**src/rtl/core/ygbd_mul_unit.sv**
```systemverilog
// Shared signed multiplier with a registered product.
module ygbd_mul_unit #(
   parameter int A_W = 22,
   parameter int B_W = 22
) (
   input  logic                      clock,
   input  logic signed [A_W-1:0]     op_a,
   input  logic signed [B_W-1:0]     op_b,
   output logic signed [A_W+B_W-1:0] product
);

   logic signed [A_W+B_W-1:0] product_ff;

   assign product = product_ff;

   always_ff @(posedge clock) begin
      product_ff <= (A_W + B_W)'(op_a) * (A_W + B_W)'(op_b);
   end

endmodule

```
**config.mk**
```make
export PLATFORM = sky130hd
export DESIGN_NAME = ygbd_mul_unit
export DESIGN_NICKNAME = d
export VERILOG_FILES = /design/src/rtl/core/ygbd_mul_unit.sv
export SDC_FILE = /design/constraint.sdc
export NUM_CORES = 1
export LEC_CHECK = 0
export BUFFER_PORTS_ARGS = -buffer_cell sky130_fd_sc_hd__buf_2
export CORE_UTILIZATION = 30
export CTS_BUF_LIST = sky130_fd_sc_hd__clkbuf_8
export CTS_CLUSTER_DIAMETER = 50
export DETAILED_ROUTE_END_ITERATION = 8
export GPL_ROUTABILITY_DRIVEN = 0
export PLACE_DENSITY = 0.56
export SKIP_LAST_GASP = 1
export SLEW_MARGIN = 20
export SYNTH_ARGS = -nofsm -noshare
export SYNTH_HDL_FRONTEND = slang
export SYNTH_SLANG_ARGS = --single-unit
```
**constraint.sdc**
```tcl
create_clock -name clock -period 11.6 [get_ports clock]
set_clock_uncertainty 0.1 [all_clocks]
set_input_delay 2.32 -clock clock [delete_from_list [all_inputs] [get_ports clock]]
set_output_delay 2.32 -clock clock [all_outputs]
set_load 0.02 [all_outputs]
```
==> summary.md <==
| Metric | Value |
|---|---|
| Slew of the pin with the lowest slew margin | 0.858 ns |
| Post-synthesis async set-or-reset flop share | 0% |
| Gate Count Post-Synth | 2,053 |
| CTS tree | yes |
| Cts repair resizes | 0 |
| Total negative setup slack | 0 ns |
| Routed wire length per instance | 16.2 um |
| Clk Tree Root Cell | sky130_fd_sc_hd__clkbuf_8 |
| Pin count of the biggest net entering global routing | 23 |
| Worst-case headroom to the max-slew limit | 42.2% |
| Worst hold slack | 2.37 ns |
| Crit Path Max Fanout | 22 |
| Syn nets | 2,734 |
| # Post-CTS Setup Buffers | 0 |
| Crit path max-delay cell type | sky130_fd_sc_hd__fa_1 |
| Path type of the worst setup path | in -> reg |
| Maximum clock insertion buffer count | 2 |
| Netlist area before placement | 19,000 um2 |
| Std-Cell Rows | 91 |
| Final setup violation count | 0 |
| Antenna Nets Post-Route | 0 |
| Fin. max-slew vios | 0 |
| Drt total wl | 47.1 mm |
| Initial Util | 30.6% |
| Kind of path behind the tightest hold check | in -> reg |
| Critical Path Most Common Cell | sky130_fd_sc_hd__fa_1 |
| Chip height | 253 um |
| DIE AREA | 64,200 um2 |
| Kind of launch point of the worst setup path | input pin |
| Portion of the post-synthesis area used by sequential elements | 4.64% |
| Initial antenna violation count | 5 |
| Final-stage net count | 2,740 |
| Vias after detailed routing | 13.3k |
| Reg clk slew, reported paths | 0.12 ns |
| Most frequent cells in the layout | sky130_fd_sc_hd__inv_1, sky130_fd_sc_hd__fa_1, sky130_fd_sc_hd__nand2_1, sky130_fd_sc_hd__and2_1, sky130_fd_sc_hd__ha_1 |
| Core Region | 62,100 um2 |
| Clock buffers created by TritonCTS | 5 |
| Mean instance size in the synthesized netlist | 9.24 um2 |
| H-Tree Depth | 2 |
| Final global-route overflow total | 0 |
| Number of buffers added to fix hold violations after cts | 0 |
| Number of design-rule violations left by the first detailed-router iteration | 662 |
| Number of distinct library cells after synthesis | 55 |
| Nature of the critical path endpoint | register |
| FF+latch count, synth | 44 |
| Share of final-layout standard cells stronger than drive strength 1 | 5.34% |
| Number of sinks driven by the clock tree | 44 |
| I/O pin count | 89 |
| Share of the cycle needed by the critical path after routing | 79.0% |
| Run status | finished, final reports clean |
| Delay contributed by the slowest stage of the critical path | 0.73 ns |
| Shortest clock period the worst path allows after layout | 9.16 ns |
| Leading cell type in the layout, fill and taps excluded | sky130_fd_sc_hd__inv_1 |
| Critical path data required time | 11.72 ns |
| Number of global-route vias before repair | 14.7k |
| Number of iterations in the first detailed-routing pass | 5 |
| DR vias/cell | 4.58 |
| Cell chain of the critical path | buf_2 -> and2_1 -> fa_1 -> inv_1 -> fa_1 -> inv_1 -> fa_1 -> inv_1 -> fa_1 -> inv_1 -> fa_1 -> fa_1 -> inv_1 -> fa_1 -> inv_1 -> ha_1 -> a21o_1 -> a211o_1 -> a21oi_2 -> a21oi_1 -> a31oi_4 -> o311ai_2 -> o41a_1 -> xnor2_1 |
| Ys flop type | sky130_fd_sc_hd__dfxtp_1 |
| Count of buffers from port buffering | 88 |
| Hold violation count in the final report | 0 |
| Highest Clock Rate | 109 MHz |
| EDFF count, synth | 0 |
| Global-route wire length before repair | 77.3 mm |
| Crit path arrival time | 9.29 ns |
| Number of warning messages in the yosys log | 0 |
| Post-detail-place hpwl | 40.6 mm |
| Die X | 253 um |
| Remaining design rule violation count | 0 |
| Number of flip-flops under the largest register name | 44 |
| RSZ-0062 raised after global routing | false |
| Area added between synthesis and finish | 6.72% |
| GRT Total Usage | 15.7% |
| Max-cap violations | 0 |
==> worst max-delay path: cells and delay by family <==
family / cells / cell delay [ns]
compound gates: 7 / 1.49
simple gates: 1 / 0.26
xor+xnor: 1 / 0.14
buf+inv: 7 / 0.86
fa+ha+maj: 8 / 4.21
==> synthesized netlist by cell type (12+ instances only) <==
| cell | n | area share (%) |
|---|---|---|
| sky130_fd_sc_hd__inv_1 | 563 | 11 |
| sky130_fd_sc_hd__fa_1 | 501 | 53 |
| sky130_fd_sc_hd__nand2_1 | 289 | 5.7 |
| sky130_fd_sc_hd__and2_1 | 193 | 6.4 |
| sky130_fd_sc_hd__ha_1 | 135 | 8.9 |
| sky130_fd_sc_hd__clkbuf_1 | 86 | 1.7 |
| sky130_fd_sc_hd__dfxtp_1 | 44 | 4.6 |
| sky130_fd_sc_hd__xnor2_1 | 38 | 1.8 |
| sky130_fd_sc_hd__a21oi_1 | 37 | 0.98 |
| sky130_fd_sc_hd__nor2_1 | 30 | 0.59 |
| sky130_fd_sc_hd__o21ai_0 | 20 | 0.53 |
| sky130_fd_sc_hd__a21o_1 | 16 | 0.63 |
| sky130_fd_sc_hd__nand2b_1 | 12 | 0.40 |
| sky130_fd_sc_hd__xor2_1 | 12 | 0.55 |
==> logic make-up after synthesis <==
logic type / count (synthesis) / share of synthesized area, %
AND/OR/NAND/NOR: 553 / 14.1
multiplexers: 2 / 0.132
flip-flops: 44 / 4.64
adder cells (fa/ha/maj): 636 / 61.8
XOR/XNOR: 50 / 2.31
buffers and inverters: 652 / 12.9
AO/OA/AOI/OAI: 116 / 4.16
==> final timing paths <==
path,start,endpoint,slack (ns),cells past startpoint
max,op_a[21],product[43]$_DFF_P_,2.44,24
min,op_b[0],product[0]$_DFF_P_,2.37,2
==> routing by layer <==
metal	track usage (%)	part of all wire, %	up-vias
li1	-	-	5865
met1	18.0	37	7029
met2	29.6	55	310
met3	1.95	4.2	75
met4	5.61	3.4	4
met5	0	0.045	-
==> per-stage QoR <==
stage / setup WS (ns) / instances / utilization, % / area [um2]
6_report: 2.44 / 2900 / 32.6 / 20200
5_1_grt: 2.10 / 2900 / 32.6 / 20200
4_1_cts: 2.46 / 2897 / 32.6 / 20200
3_5_place_dp: 2.12 / 2889 / 32.4 / 20100
3_3_place_gp: 2.14 / 2889 / 32.4 / 20100
2_1_floorplan: 2.79 / 2053 / - / 19000
==> cell type report <==
type	instances	area (um2)
fillers	6433	41800
multi-input cells	1357	15600
inverters	563	2110
well taps	837	1050
flip-flops and latches	44	881
repair buffers	88	440
clock buffers	5	68.8
clock inverters	3	46.3
diodes	3	7.51
Power is not shown: default switching activity piles up to over one toggle a cycle in this logic, so the estimate is an artifact.
