$ cat src/rtl/core/ygbd_pkg.sv
// Shared constants, configuration type and width helpers of the grid box decoder.
package ygbd_pkg;

   localparam int BOX_FIELDS  = 5;
   localparam int FRAC_BITS   = 14;
   localparam int DIM_W       = 13;
   localparam int THR_W       = 15;
   localparam int PIX_W       = 15;
   localparam int SCORE_W     = 16;
   localparam int POS_OUT_W   = 4;
   localparam int CLASS_OUT_W = 5;
   localparam int CSR_ADDR_W  = 4;
   localparam int CSR_DATA_W  = 32;

   // Position of each field inside one buffered box.
   localparam int FLD_X    = 0;
   localparam int FLD_Y    = 1;
   localparam int FLD_W    = 2;
   localparam int FLD_H    = 3;
   localparam int FLD_CONF = 4;

   localparam logic [1:0] REG_SCORE_THRESHOLD = 2'd0;
   localparam logic [1:0] REG_IMAGE_WIDTH     = 2'd1;
   localparam logic [1:0] REG_IMAGE_HEIGHT    = 2'd2;

   localparam logic [THR_W-1:0] THR_RESET = 15'd3277;
   localparam logic [DIM_W-1:0] DIM_RESET = 13'd448;

   localparam logic signed [PIX_W-1:0] PIX_MIN = 15'h4000;
   localparam logic signed [PIX_W-1:0] PIX_MAX = 15'h3FFF;

   typedef struct packed {
      logic [THR_W-1:0] score_threshold;
      logic [DIM_W-1:0] image_width;
      logic [DIM_W-1:0] image_height;
   } cfg_type;

   function automatic int imax(input int a, input int b);
      return (a > b) ? a : b;
   endfunction

   function automatic int cell_w(input int g);
      return $clog2(g);
   endfunction

   function automatic int cls_w(input int c);
      return (c > 1) ? $clog2(c) : 1;
   endfunction

   function automatic int slot_w(input int b);
      return (b > 1) ? $clog2(b) : 1;
   endfunction

   // Signed width of 2*(offset + cell*2^14) +/- GRID_SIZE*size.
   function automatic int num_w(input int vb, input int g);
      int a;
      a = imax(vb - 1, FRAC_BITS + $clog2(g)) + 1;
      return imax(a + 1, vb - 1 + $clog2(g + 1)) + 2;
   endfunction

   // Bits of |numerator * dimension| >> 14.
   function automatic int quot_w(input int vb, input int g);
      return num_w(vb, g) + DIM_W - 1 - FRAC_BITS;
   endfunction

   function automatic int mul_a_w(input int vb, input int g);
      return imax(imax(num_w(vb, g), quot_w(vb, g) + 1), vb);
   endfunction

   function automatic int mul_b_w(input int vb, input int g);
      return imax(imax(vb, DIM_W + 1), quot_w(vb, g) + 3);
   endfunction

endpackage

$ cat src/rtl/core/ygbd_csr.sv
// APB-style register file holding threshold and image size.
module ygbd_csr import ygbd_pkg::*; (
   input  logic                  clock,
   input  logic                  reset,
   input  logic                  csr_psel,
   input  logic                  csr_penable,
   input  logic                  csr_pwrite,
   input  logic [CSR_ADDR_W-1:0] csr_paddr,
   input  logic [CSR_DATA_W-1:0] csr_pwdata,
   output logic [CSR_DATA_W-1:0] csr_prdata,
   output logic                  csr_pready,
   output cfg_type               cfg
);

   cfg_type    cfg_ff;
   cfg_type    cfg_in;
   logic [1:0] reg_idx;
   logic       wr_en;

   assign reg_idx    = csr_paddr[CSR_ADDR_W-1:2];
   assign wr_en      = csr_psel && csr_penable && csr_pwrite;
   assign csr_pready = 1'b1;
   assign cfg        = cfg_ff;

   always_comb begin
      cfg_in = cfg_ff;
      if (wr_en) begin
         unique case (reg_idx)
            REG_SCORE_THRESHOLD: cfg_in.score_threshold = csr_pwdata[THR_W-1:0];
            REG_IMAGE_WIDTH:     cfg_in.image_width     = csr_pwdata[DIM_W-1:0];
            REG_IMAGE_HEIGHT:    cfg_in.image_height    = csr_pwdata[DIM_W-1:0];
            default: ;
         endcase
      end
   end

   always_comb begin
      unique case (reg_idx)
         REG_SCORE_THRESHOLD: csr_prdata = CSR_DATA_W'(cfg_ff.score_threshold);
         REG_IMAGE_WIDTH:     csr_prdata = CSR_DATA_W'(cfg_ff.image_width);
         REG_IMAGE_HEIGHT:    csr_prdata = CSR_DATA_W'(cfg_ff.image_height);
         default:             csr_prdata = '0;
      endcase
   end

   always_ff @(posedge clock) begin
      if (reset) begin
         cfg_ff <= '{score_threshold: THR_RESET, image_width: DIM_RESET,
                     image_height: DIM_RESET};
      end else begin
         cfg_ff <= cfg_in;
      end
   end

endmodule

$ cat config.mk
export PLATFORM = sky130hd
export DESIGN_NAME = ygbd_csr
export DESIGN_NICKNAME = d
export VERILOG_FILES = /design/src/rtl/core/ygbd_pkg.sv /design/src/rtl/core/ygbd_csr.sv
export SDC_FILE = /design/constraint.sdc
export NUM_CORES = 1
export LEC_CHECK = 0
export ABC_AREA = 0
export ABC_CLOCK_PERIOD_IN_PS = 2300
export BUFFER_PORTS_ARGS = -buffer_cell sky130_fd_sc_hd__buf_2
export CORE_MARGIN = 2
export CORE_UTILIZATION = 40
export CTS_BUF_LIST = sky130_fd_sc_hd__clkbuf_8
export CTS_CLUSTER_DIAMETER = 150
export DETAILED_ROUTE_END_ITERATION = 16
export GPL_TIMING_DRIVEN = 1
export PLACE_DENSITY = 0.73
export SLEW_MARGIN = 30
export SYNTH_ARGS = -nofsm -noshare
export SYNTH_HDL_FRONTEND = slang
export SYNTH_SLANG_ARGS = --single-unit
$ cat constraint.sdc
create_clock -name clock -period 2.3 [get_ports clock]
set_clock_uncertainty 0.15 [all_clocks]
set_input_delay 0.345 -clock clock [delete_from_list [all_inputs] [get_ports clock]]
set_output_delay 0.345 -clock clock [all_outputs]
set_load 0.02 [all_outputs]
==> summary.txt <==
Run status
  • Outcome: finished clean

Route
  • Via-to-Cell Ratio: between 4 and 5
  • WL met2: 2.24 mm
  • TritonRoute pass-1 iters: 4
  • Highest Signal Layer: met4
  • Post-route DRC violation count: 0
  • Iteration-0 DRC count of the detailed router: 65
  • Post-route ant nets: 0
  • Avg WL per Cell: 13.3 um
  • Metal-1 WL: between 2 and 2.5 mm
  • Vias: 1763
  • Routed WL: 4.92 mm
  • Metal3 WL: 377 um

Timing
  • Final Setup Violations: 0
  • Final TNS setup: 0 ps
  • Slew Limit Fails: 0
  • Min cycle time layout: about 1900 ps
  • Fmax: 0.522 GHz
  • Tcrit/Tclk final: 83.2%
  • Worst slew pin tran: 694 ps
  • Setup ws final: 386 ps
  • Rel. slew slack: 53.8%
  • Hold Violations, Final: 0
  • RSZ-0062 raised after global routing: no

Yosys
  • Area contributors post-synth: dfxtp_1 39%, mux2i_1 22%, nand2b_1 10%
  • Synth Instances: roughly 220
  • Netlist cell types: 24
  • Synthesis Warnings: 0
  • Synth Register Bits: 41
  • Synth top area share: around two fifths
  • Largest area contributor in the netlist: dfxtp_1
  • Post-Syn Area: between 0.002 and 0.0025 mm^2
  • Syn avg cell area: 9.48 um^2
  • Post-synthesis sequential area ratio: between 30% and 40%

Final layout
  • Share of layout cells above drive strength 1: about 32%
  • Largest register FFs: between 40 and 50
  • P&R area growth vs syn: 21.3%
  • Most common cell after layout, fill and taps aside: buf_2
  • Filler cells: 530
  • # diodes: 0
  • Nets: 339
  • Most frequent cells in the layout: 77 x buf_2, 46 x mux2i_1, 41 x dfxtp_1
  • Core Util, Final: 50.4%

CTS
  • Clock Pin Slew Worst Setup and Hold Paths: ~70 ps
  • H-tree level count: 2
  • Root Driver: clkbuf_8
  • CTS Sinks: 41
  • Hold_buf cts: 0
  • Setup bufs post-CTS: 0
  • CTS tree: done
  • Clock insertion delay at the later pin of the skew report: 290 ps
  • Post_cts resized: 0
  • Clk buf depth: 2
  • Total CTS buffers: 5

Critical path
  • Startpoint types: input pin
  • Worst-path fanout max: 13
  • CP Class: input pin to output port
  • CP Capture Type: output port
  • CP arrival: 1420 ps
  • Critical Path RT: 1800 ps

Floorplan
  • Core area: approximately 0.0051 mm^2
  • Die Span Y: 76.9 um
  • Rows: 26
  • Die area: 0.00591 mm^2
  • Io pins: 115
  • Initial Util: 41.6%
  • Die Wd: 76.9 um

Placement
  • Buffers on Ports: 77
  • Setup WS pre-CTS: 380 ps
  • HPWL Detailed: 3.53 mm
  • Routability cong.: roughly 0.76

Power
  • Pleak: 1.32 nW
  • P_sw: 0.000379 W
  • Reg power frac: 50.5%
  • Clock Power Share: 35.8%
  • Combinational share of power: 13.7%
  • Net Sw Frac: 26.3%
  • Worst VDD drop: 0.290 mV
  • Int Pwr: 0.00106 W
  • Design Power: around 0.0014 W
  • Pwr Density: between 500 and 600 mW/mm^2

Run
  • Max-Cap Viols: 0

Global route
  • First-pass GRT wire length: 8.05 mm
  • Initial antenna violation count: 0
  • Pin count of the biggest net entering global routing: 50
  • Overall routing resource usage: 16.9%
  • Vias in the first global route: 1607
  • Grt ovf: 0

Min path
  • Hold crit path type: input pin to flop
==> synthesized netlist by cell type <==
| library cell | instances |
|---|---|
| a211o_1 | 5 |
| a21oi_1 | 3 |
| and2_1 | 3 |
| and2b_1 | 1 |
| and3_1 | 5 |
| and3_4 | 1 |
| buf_2 | 4 |
| buf_4 | 22 |
| buf_6 | 3 |
| clkbuf_1 | 4 |
| conb_1 | 2 |
| dfxtp_1 | 41 |
| mux2i_1 | 46 |
| nand2_1 | 14 |
| nand2_4 | 1 |
| nand2b_1 | 35 |
| nand3_1 | 4 |
| nand3b_4 | 1 |
| nor2_1 | 11 |
| nor2_4 | 1 |
| nor3_2 | 1 |
| o21ai_0 | 6 |
| o21ai_1 | 7 |
| o31ai_1 | 3 |
==> layout make-up <==
| cell class | count | area, um^2 | area share (%) |
|---|---|---|---|
| clock buffers | 7 | 96.3 | 3.74 |
| clock inverters | 1 | 5.00 | 0.194 |
| multi-input cells | 166 | 1130 | 43.8 |
| flip-flops and latches | 41 | 821 | 31.9 |
| well taps | 70 | 87.6 | 3.40 |
| repair buffers | 84 | 438 | 17.0 |
==> power by group through the flow <==
stage	Clock (W)	Combinational (W)	Sequential, W
after detailed placement	0	0.000199	0.000743
after CTS	0.000523	0.000200	0.000727
final	0.000515	0.000198	0.000727
after floorplan	0	0.000153	0.000755
after global placement	0	0.000198	0.000743
after global routing	0.000561	0.000215	0.000728
==> final timing paths <==
kind,startpoint,to,slack (ps),cells past startpoint
setup / recovery,csr_paddr[3],csr_prdata[12],390,5
hold / removal,csr_pwdata[13],cfg[39],150,3
setup reg to reg,cfg[36],cfg[36],1450,1
hold reg to reg,cfg[39],cfg[39],330,2
==> layer usage <==
metal | vias to the layer above | GRT usage [%]
li1 | 864 | -
met1 | 828 | 22.2
met2 | 67 | 27.6
met3 | 4 | 4.35
met4 | 0 | 4.36
met5 | - | 0
==> stage by stage <==
step / cells / instance area (um^2) / hold WS [ps]
after detailed placement: 361 / 2470 / 327
after floorplan: 240 / 2180 / 343
after global placement: 361 / 2470 / 313
after CTS: 369 / 2580 / 148
final: 369 / 2580 / 147
after global routing: 369 / 2580 / 152
==> worst max-delay path: stages <==
cell,delay (ps)
buf_2,240
buf_4,320
mux2i_1,110
o21ai_0,200
buf_2,200
==> cell families (layout without fill, tap and decap cells) <==
kind of cell | count (synthesis) | count (layout) | share of synthesized area, %
and+or+nand+nor | 78 | 78 | 21.4
muxes | 46 | 46 | 21.7
DFF | 41 | 41 | 38.7
buffers and inverters | 33 | 92 | 11.0
AOI/OAI and AO/OA | 24 | 24 | 6.89
other | 2 | 18 | 0.354
No activity file was read; power rests on OpenSTA's default activity.
