$ cat src/rtl/core/ygbd_pkg.sv
// Shared constants, configuration type and width helpers of the grid box decoder.
package ygbd_pkg;

   localparam int BOX_FIELDS  = 5;
   localparam int FRAC_BITS   = 14;
   localparam int DIM_W       = 13;
   localparam int THR_W       = 15;
   localparam int PIX_W       = 15;
   localparam int SCORE_W     = 16;
   localparam int POS_OUT_W   = 4;
   localparam int CLASS_OUT_W = 5;
   localparam int CSR_ADDR_W  = 4;
   localparam int CSR_DATA_W  = 32;

   // Position of each field inside one buffered box.
   localparam int FLD_X    = 0;
   localparam int FLD_Y    = 1;
   localparam int FLD_W    = 2;
   localparam int FLD_H    = 3;
   localparam int FLD_CONF = 4;

   localparam logic [1:0] REG_SCORE_THRESHOLD = 2'd0;
   localparam logic [1:0] REG_IMAGE_WIDTH     = 2'd1;
   localparam logic [1:0] REG_IMAGE_HEIGHT    = 2'd2;

   localparam logic [THR_W-1:0] THR_RESET = 15'd3277;
   localparam logic [DIM_W-1:0] DIM_RESET = 13'd448;

   localparam logic signed [PIX_W-1:0] PIX_MIN = 15'h4000;
   localparam logic signed [PIX_W-1:0] PIX_MAX = 15'h3FFF;

   typedef struct packed {
      logic [THR_W-1:0] score_threshold;
      logic [DIM_W-1:0] image_width;
      logic [DIM_W-1:0] image_height;
   } cfg_type;

   function automatic int imax(input int a, input int b);
      return (a > b) ? a : b;
   endfunction

   function automatic int cell_w(input int g);
      return $clog2(g);
   endfunction

   function automatic int cls_w(input int c);
      return (c > 1) ? $clog2(c) : 1;
   endfunction

   function automatic int slot_w(input int b);
      return (b > 1) ? $clog2(b) : 1;
   endfunction

   // Signed width of 2*(offset + cell*2^14) +/- GRID_SIZE*size.
   function automatic int num_w(input int vb, input int g);
      int a;
      a = imax(vb - 1, FRAC_BITS + $clog2(g)) + 1;
      return imax(a + 1, vb - 1 + $clog2(g + 1)) + 2;
   endfunction

   // Bits of |numerator * dimension| >> 14.
   function automatic int quot_w(input int vb, input int g);
      return num_w(vb, g) + DIM_W - 1 - FRAC_BITS;
   endfunction

   function automatic int mul_a_w(input int vb, input int g);
      return imax(imax(num_w(vb, g), quot_w(vb, g) + 1), vb);
   endfunction

   function automatic int mul_b_w(input int vb, input int g);
      return imax(imax(vb, DIM_W + 1), quot_w(vb, g) + 3);
   endfunction

endpackage

$ cat src/rtl/core/ygbd_cell_buf.sv
// Grid position counters, per-cell box store and running best class score.
module ygbd_cell_buf import ygbd_pkg::*; #(
   parameter int GRID_SIZE      = 14,
   parameter int BOXES_PER_CELL = 2,
   parameter int CLASS_COUNT    = 20,
   parameter int VALUE_BITS     = 16
) (
   input  logic                                                clock,
   input  logic                                                reset,
   input  logic                                                accept,
   input  logic signed [VALUE_BITS-1:0]                        value,
   input  logic                                                frame_start,
   output logic                                                cell_last,
   input  logic                                                advance,
   input  logic [$clog2(BOX_FIELDS*BOXES_PER_CELL)-1:0]        rd_addr,
   output logic signed [VALUE_BITS-1:0]                        rd_data,
   output logic signed [VALUE_BITS-1:0]                        best_score,
   output logic [cls_w(CLASS_COUNT)-1:0]                       best_num,
   output logic [cell_w(GRID_SIZE)-1:0]                        row,
   output logic [cell_w(GRID_SIZE)-1:0]                        col
);

   localparam int BOX_CH  = BOX_FIELDS * BOXES_PER_CELL;
   localparam int CELL_CH = BOX_CH + CLASS_COUNT;
   localparam int CH_W    = $clog2(CELL_CH);
   localparam int BI_W    = $clog2(BOX_CH);
   localparam int CW      = cell_w(GRID_SIZE);
   localparam int CLW     = cls_w(CLASS_COUNT);

   logic [CH_W-1:0]              ch_ff, ch_in;
   logic [CW-1:0]                row_ff, row_in;
   logic [CW-1:0]                col_ff, col_in;
   logic signed [VALUE_BITS-1:0] best_ff, best_in;
   logic [CLW-1:0]               num_ff, num_in;
   logic signed [VALUE_BITS-1:0] box_mem [BOX_CH];
   logic [CH_W-1:0]              eff_ch;
   logic [CH_W-1:0]              cls;
   logic                         is_box;

   // A frame start puts this value at channel zero of cell (0,0).
   assign eff_ch    = frame_start ? '0 : ch_ff;
   assign cell_last = (eff_ch == CH_W'(CELL_CH - 1));
   assign is_box    = (eff_ch < CH_W'(BOX_CH));
   assign cls       = eff_ch - CH_W'(BOX_CH);

   assign rd_data    = box_mem[rd_addr];
   assign best_score = best_ff;
   assign best_num   = num_ff;
   assign row        = row_ff;
   assign col        = col_ff;

   always_comb begin
      ch_in   = ch_ff;
      row_in  = row_ff;
      col_in  = col_ff;
      best_in = best_ff;
      num_in  = num_ff;
      if (accept) begin
         if (frame_start) begin
            row_in = '0;
            col_in = '0;
         end
         ch_in = cell_last ? '0 : eff_ch + CH_W'(1);
         if (!is_box && (cls == '0 || value > best_ff)) begin
            best_in = value;
            num_in  = CLW'(cls);
         end
      end
      if (advance) begin
         if (col_ff == CW'(GRID_SIZE - 1)) begin
            col_in = '0;
            row_in = (row_ff == CW'(GRID_SIZE - 1)) ? '0 : row_ff + CW'(1);
         end else begin
            col_in = col_ff + CW'(1);
         end
      end
   end

   always_ff @(posedge clock) begin
      if (reset) begin
         ch_ff   <= '0;
         row_ff  <= '0;
         col_ff  <= '0;
         best_ff <= '0;
         num_ff  <= '0;
      end else begin
         ch_ff   <= ch_in;
         row_ff  <= row_in;
         col_ff  <= col_in;
         best_ff <= best_in;
         num_ff  <= num_in;
      end
   end

   always_ff @(posedge clock) begin
      if (accept && is_box) begin
         box_mem[eff_ch[BI_W-1:0]] <= value;
      end
   end

endmodule

$ cat config.mk
export PLATFORM = sky130hd
export DESIGN_NAME = ygbd_cell_buf
export DESIGN_NICKNAME = d
export VERILOG_FILES = /design/src/rtl/core/ygbd_pkg.sv /design/src/rtl/core/ygbd_cell_buf.sv
export SDC_FILE = /design/constraint.sdc
export NUM_CORES = 1
export LEC_CHECK = 0
export BUFFER_PORTS_ARGS = -buffer_cell sky130_fd_sc_hd__buf_2
export CAP_MARGIN = 20
export CORE_MARGIN = 1
export CORE_UTILIZATION = 26
export DETAILED_ROUTE_END_ITERATION = 12
export PLACE_DENSITY = 0.52
export SYNTH_ARGS = -nofsm -noshare
export SYNTH_HDL_FRONTEND = slang
export SYNTH_SLANG_ARGS = --single-unit
$ cat constraint.sdc
create_clock -name clock -period 2.9 [get_ports clock]
set_input_delay 0.145 -clock clock [delete_from_list [all_inputs] [get_ports clock]]
set_output_delay 0.145 -clock clock [all_outputs]
set_load 0.05 [all_outputs]
==> results.yml, run 1 <==
synthesis:
  synth_flop_cell: "edfxtp_1"
  syn_inst: 545
  yosysSeqAreaShare_pct: 65.6
  syn_avg_cell_area_um2: 15.3
  yosys.cell_types.count: 53
  synth_seq_cells: 194
  synth_nets: 594
  netlist_area_um2: 8360
  async_flop_share_pct: 0
  yosys_warnings: 0
  synth_edf_count: 160
min_path:
  holdCritPathClass: "input pin to register"
  min_to: "col[2]"
  worst_hold_startpoint: "advance"
  hold-path-cell-count: 3
clock_tree:
  cts_setup_buffers: 0
  clock_path_buffers: 2
  clock_sinks: 194
  clockRootBuffer: "clkbuf_16"
  insertion_delay_ps: 420
  clkTransAtPathRegs_ps: 80
  cts_tree: "built"
  ctsResizeCount: 0
  numCtsBuffers: 17
  cts_hold_buffers: 0
  htree_levels: 4
critical_path:
  cp_slowest_cell: "dfxtp_1"
  critPathArrivalTime_ps: 2680
  path_buf_inv: 2
  r2r-end: "best_num[4]"
  worst_ep_required_time_ps: 3220
  cp_top_family: "compound AO/OA/AOI/OAI gates"
  crit_path_end_kind: "register"
  critPathMaxStageDelay_ps: 420
  r2r_start: "best_score[5]"
  critical_path.max_fanout: 12
  worst_setup_path_start_kind: "register"
  cp_cell_sequence: "inv_1 > ha_1 > a21oi_1 > o21ai_0 > a211oi_2 > o221a_2 > a21oi_2 > buf_4 > mux2_4"
  critPathKind: "register to register"
  ff2ff_setup_slack_ps: 530
  ff2ff_path_depth: 9
routing:
  viasPerCell: 4.49
  drc: 0
  wire_per_inst_um: 17.8
  wirelength_um: 18600
  ant_nets: 0
  drt-initial-drc-count: 279
  drt-pass1-iter-count: 4
  vias: 4708
placement:
  hpwl_um: 12000
  place_ws_ps: 537
  gp_congestion: 0.763
  io_buffers: 70
  postPlaceCellArea_um2: 9300
grt:
  grt_use_met2_pct: 18.6
  antenna_found_initial: 0
  grtUsageMet3_pct: 3.00
  grt_usage_pct: 11.9
  grt-ovfl-total: 0
  grt_pass1_vias: 4824
  grt_max_degree: 56
  grt-busiest-layer: "met2"
  grt_pass1_wl_um: 29100
  grt_util_met1_pct: 16.4
floorplanning:
  initial_core_util_pct: 26.4
  die_area_um2: 32900
  rows: 65
  die_height_um: 181
  core_area_um2: 31600
  io_pins: 71
  die_w_um: 181
timing:
  tightest_slew_ps: 808
  skew_ps: 11.2
  fin_setup_tns_ps: 0
  setup_viol: 0
  relSlewSlack_pct: 46.1
  setup_ws_ps: 532
  slew_violations: 0
  max_freq_ghz: 0.422
  fin_crit_ps: 2370
  hold_viol_final: 0
  period_share_pct: 81.6
  rsz0062_at_grt: "no"
finish:
  fin_area_um2: 9890
  drive_gt1_share_pct: 26.2
  nets: 682
  area_growth_pct: 18.3
  antennaDiodeCount: 0
status:
  outcome: "complete, no violations"
power:
  irDropWorstVdd_mv: 0.371
  leakagePower_uw: 0.00355
  total_power_uw: 5820
  power_density_nw_per_um2: 588
flow_run:
  cap_violations: 0
cells in the final DEF, fill, tap and decap left out, drive strengths merged, types with 2 or more instances in the layout:
| cell type | n |
|---|---|
| mux2 | 3 |
| clkinv | 6 |
| clkbuf | 17 |
| dfxtp | 34 |
| nor2 | 23 |
| and3 | 2 |
| buf | 94 |
| a211oi | 20 |
| nand2 | 7 |
| mux4 | 32 |
| and2 | 6 |
| o21ai | 11 |
| and2b | 2 |
| nor2b | 23 |
| inv | 34 |
| nand4 | 7 |
| ha | 24 |
| nor4 | 2 |
| nand3 | 4 |
| edfxtp | 160 |
| nor3 | 3 |
| nand3b | 3 |
| nand2b | 38 |
| nor4b | 2 |
| mux2i | 34 |
| a21oi | 37 |
stage by stage:
stage          std cells  utilization (%)  hold WS [ps]
2_1_floorplan        545                -           244
3_3_place_gp        1016             29.4           460
3_5_place_dp        1016             29.4           467
4_1_cts             1048             31.3          33.9
5_1_grt             1048             31.3          34.5
6_report            1048             31.3          54.4
cell type report:
cell class                      count  area (µm²)
Tap cell                          402         503
Clock inverter                     15         168
Sequential cell                   194        5490
Inverter                           27         101
Fill cell                        3125       21700
Multi-Input combinational cell    299        2640
Clock buffer                       17         425
Timing Repair Buffer               94         571
power by group:
part	internal (µW)	total (µW)	leakage [µW]	switching, µW
logic	148	420	0.00153	272
clock network	1230	2350	0.000293	1120
registers	3040	3050	0.00172	8.45
cells in the mapped netlist, types with 4 or more instances:
library cell / n / area share, %
edfxtp_1: 160 / 57
dfxtp_1: 34 / 8.1
mux2i_1: 34 / 4.1
nand4_1: 7 / 0.52
a211oi_1: 19 / 1.7
mux4_2: 32 / 8.6
nand3_1: 4 / 0.24
o21ai_0: 10 / 0.60
a21oi_1: 36 / 2.2
ha_1: 24 / 3.6
clkbuf_1: 14 / 0.63
inv_1: 27 / 1.2
and2_1: 6 / 0.45
nor2b_1: 22 / 1.6
nand2_1: 7 / 0.31
buf_2: 4 / 0.24
nor2_1: 23 / 1.0
nand2b_1: 38 / 2.8
state kept, by name (all words and copies together), names as in the netlist:
register and flops:
best_num 5, best_score 16, box_mem 160, ch_ff 5
col 4, row 4
how the worst max path moves through the flow:
stage             startpoint          end  slack, ps  cells after the start
2_1_floorplan  best_score[7]  best_num[1]        500                      9
3_3_place_gp   best_score[5]  best_num[4]        570                      9
3_5_place_dp   best_score[5]  best_num[4]        540                      9
4_1_cts        best_score[5]  best_num[4]        530                      9
5_1_grt        best_score[5]  best_num[1]        350                      9
6_report       best_score[5]  best_num[4]        530                      9
cells by family (layout without fill, tap and decap cells):
family,Yosys count,count (layout),synth area share [%]
buffers and inverters,52,153,2.84
muxes,69,69,13.2
AOI/OAI and AO/OA,77,77,5.76
adders and majority gates,24,24,3.59
and+or+nand+nor,127,127,8.81
DFF,194,194,65.6
xor gates and xnor gates,2,2,0.210
metal layers:
| layer | vias to the layer above | wire, µm |
|---|---|---|
| met3 | 11 | 786 |
| met4 | 0 | 160 |
| met1 | 2364 | 9150 |
| li1 | 2252 | - |
| met2 | 81 | 8540 |
| met5 | - | 0 |
worst register-to-register path, stage by stage, from the launching register on:
cell	delay, ps
dfxtp_1	420
inv_1	70
ha_1	290
a21oi_1	150
o21ai_0	120
a211oi_2	340
o221a_2	280
a21oi_2	70
buf_4	210
mux2_4	310
Power figures use the tool's default switching activity.
==> inputs of run 2 (changes only) <==
clock period = 2.25 ns   (was 2.9 ns; I/O delays follow)
==> results.yml, run 2 (synthesized netlist as in run 1, its figures left out) <==
status:
  outcome: "complete, no violations"
routing:
  drt-initial-drc-count: 281
  drc: 0
  viasPerCell: 4.46
  wirelength_um: 19500
  drt-pass1-iter-count: 4
  vias: 4830
  ant_nets: 0
  wire_per_inst_um: 18.0
placement:
  io_buffers: 70
  postPlaceCellArea_um2: 9570
  hpwl_um: 12900
  gp_congestion: 0.735
  place_ws_ps: 41.2
critical_path:
  worst_ep_required_time_ps: 2580
  ff2ff_path_depth: 10
  critPathKind: "register to register"
  critical_path.max_fanout: 5
  worst_setup_path_start_kind: "register"
  crit_path_end_kind: "register"
  critPathArrivalTime_ps: 2480
power:
  power.share.switching_pct: 23.9
  irDropWorstVdd_mv: 0.482
  power_density_nw_per_um2: 739
  p_switching_uw: 1840
  pwr-share-comb_pct: 7.6
  clockPowerShare_pct: 41.3
  p_int_uw: 5840
  leakagePower_uw: 0.00377
  seq_power_share_pct: 51.1
min_path:
  hold-path-cell-count: 3
  holdCritPathClass: "input pin to register"
floorplanning:
  die_height_um: 181
  die_w_um: 181
  initial_core_util_pct: 26.4
  core_area_um2: 31600
  die_area_um2: 32900
  io_pins: 71
  rows: 65
grt:
  grt-busiest-layer: "met2"
  grt_use_met2_pct: 18.4
  grt_pass1_wl_um: 29300
  antenna_found_initial: 0
  grt-ovfl-total: 0
  grt_util_met1_pct: 17.2
  grt_usage_pct: 12.1
  grtUsageMet3_pct: 3.10
  grt_pass1_vias: 4759
  grt_max_degree: 39
clock_tree:
  insertion_delay_ps: 430
  clock_path_buffers: 2
  clockRootBuffer: "clkbuf_16"
  clkTransAtPathRegs_ps: 70
  numCtsBuffers: 17
  cts_tree: "built"
  htree_levels: 4
  clock_sinks: 194
timing:
  fin_crit_ps: 2150
  period_share_pct: 95.7
  skew_ps: 11.9
  setup_ws_ps: 96.2
  hold_viol_final: 0
  rsz0062_at_grt: "yes"
  slew_violations: 0
  setup_viol: 0
  max_freq_ghz: 0.464
  relSlewSlack_pct: 61.5
  tightest_slew_ps: 573
finish:
  area_growth_pct: 24.2
  nets: 716
  fin_area_um2: 10400
  most-common-layout-cells: "160 x edfxtp_1, 67 x buf_2, 48 x buf_4"
  final_common_cell: "edfxtp_1"
  antennaDiodeCount: 0
  drive_gt1_share_pct: 33.8
  largest_reg_flops: 160
flow_run:
  cap_violations: 0
run 2: changes by cell type in the layout (fill, tap and decap cells not counted), moves of 5 or more:
cell	delta
dfxtp_2	+15
buf_12	+7
buf_4	+26
ha_1	-7
inv_1	-5
ha_4	+6
dfxtp_1	-16
inv_2	+5
run 2: critical path, stage by stage, from the launching register on:
cell	delay, ps
dfxtp_2	340
nor2b_4	150
inv_2	60
ha_2	180
and2b_1	210
o21ai_2	70
or3b_1	390
o2bb2ai_2	160
a21oi_2	70
buf_6	140
mux2_4	290
run 2: stage by stage:
| stage | instances | power, µW | util [%] | hold slack (ps) | setup TNS, ps |
|---|---|---|---|---|---|
| CTS | 1071 | 7750 | 32.2 | 8.71 | 0 |
| global route | 1082 | 7940 | 32.8 | 38.7 | -22.4 |
| floorplan | 545 | 4350 | - | 211 | 0 |
| finish | 1082 | 7680 | 32.8 | 33.6 | 0 |
| global placement | 1038 | 4590 | 30.3 | 440 | 0 |
| detailed placement | 1038 | 4590 | 30.3 | 447 | 0 |
run 2: layout make-up:
cell class,count,area (µm²)
clock buffers,18,429
clock inverters,14,186
fillers,3060,21300
inverters,27,101
multi-input cells,299,2730
flip-flops and latches,194,5510
well taps,402,503
repair buffers,128,928
run 2: what timing repair did:
action | in CTS | in global routing
endpoints found under the hold margin | 1 | 0
setup endpoints to repair | 0 | 19
buffers inserted | 0 | 11
resized for setup | 0 | 23
hold buffers | 1 | 0
run 2: per-layer routing:
layer  routed length (µm)  share of wire, %
met2                 8710                45
met4                  118              0.60
met1                 9660                49
met3                 1050               5.4
met5                    0                 0
run 2: final timing paths:
path	start	to	slack, ps
worst max-delay path	ch_ff[1]	best_num[4]	100
worst min-delay path	accept	ch_ff[1]	30
worst max register to register	ch_ff[1]	best_num[4]	100
worst min register to register	ch_ff[1]	ch_ff[1]	470
run 2: power groups by stage:
stage | Combinational [µW] | Clock [µW] | Sequential (µW)
after global routing | 638 | 3370 | 3930
after global placement | 580 | 0 | 4010
after floorplan | 339 | 0 | 4010
after CTS | 585 | 3240 | 3920
after detailed placement | 582 | 0 | 4010
final | 586 | 3170 | 3920
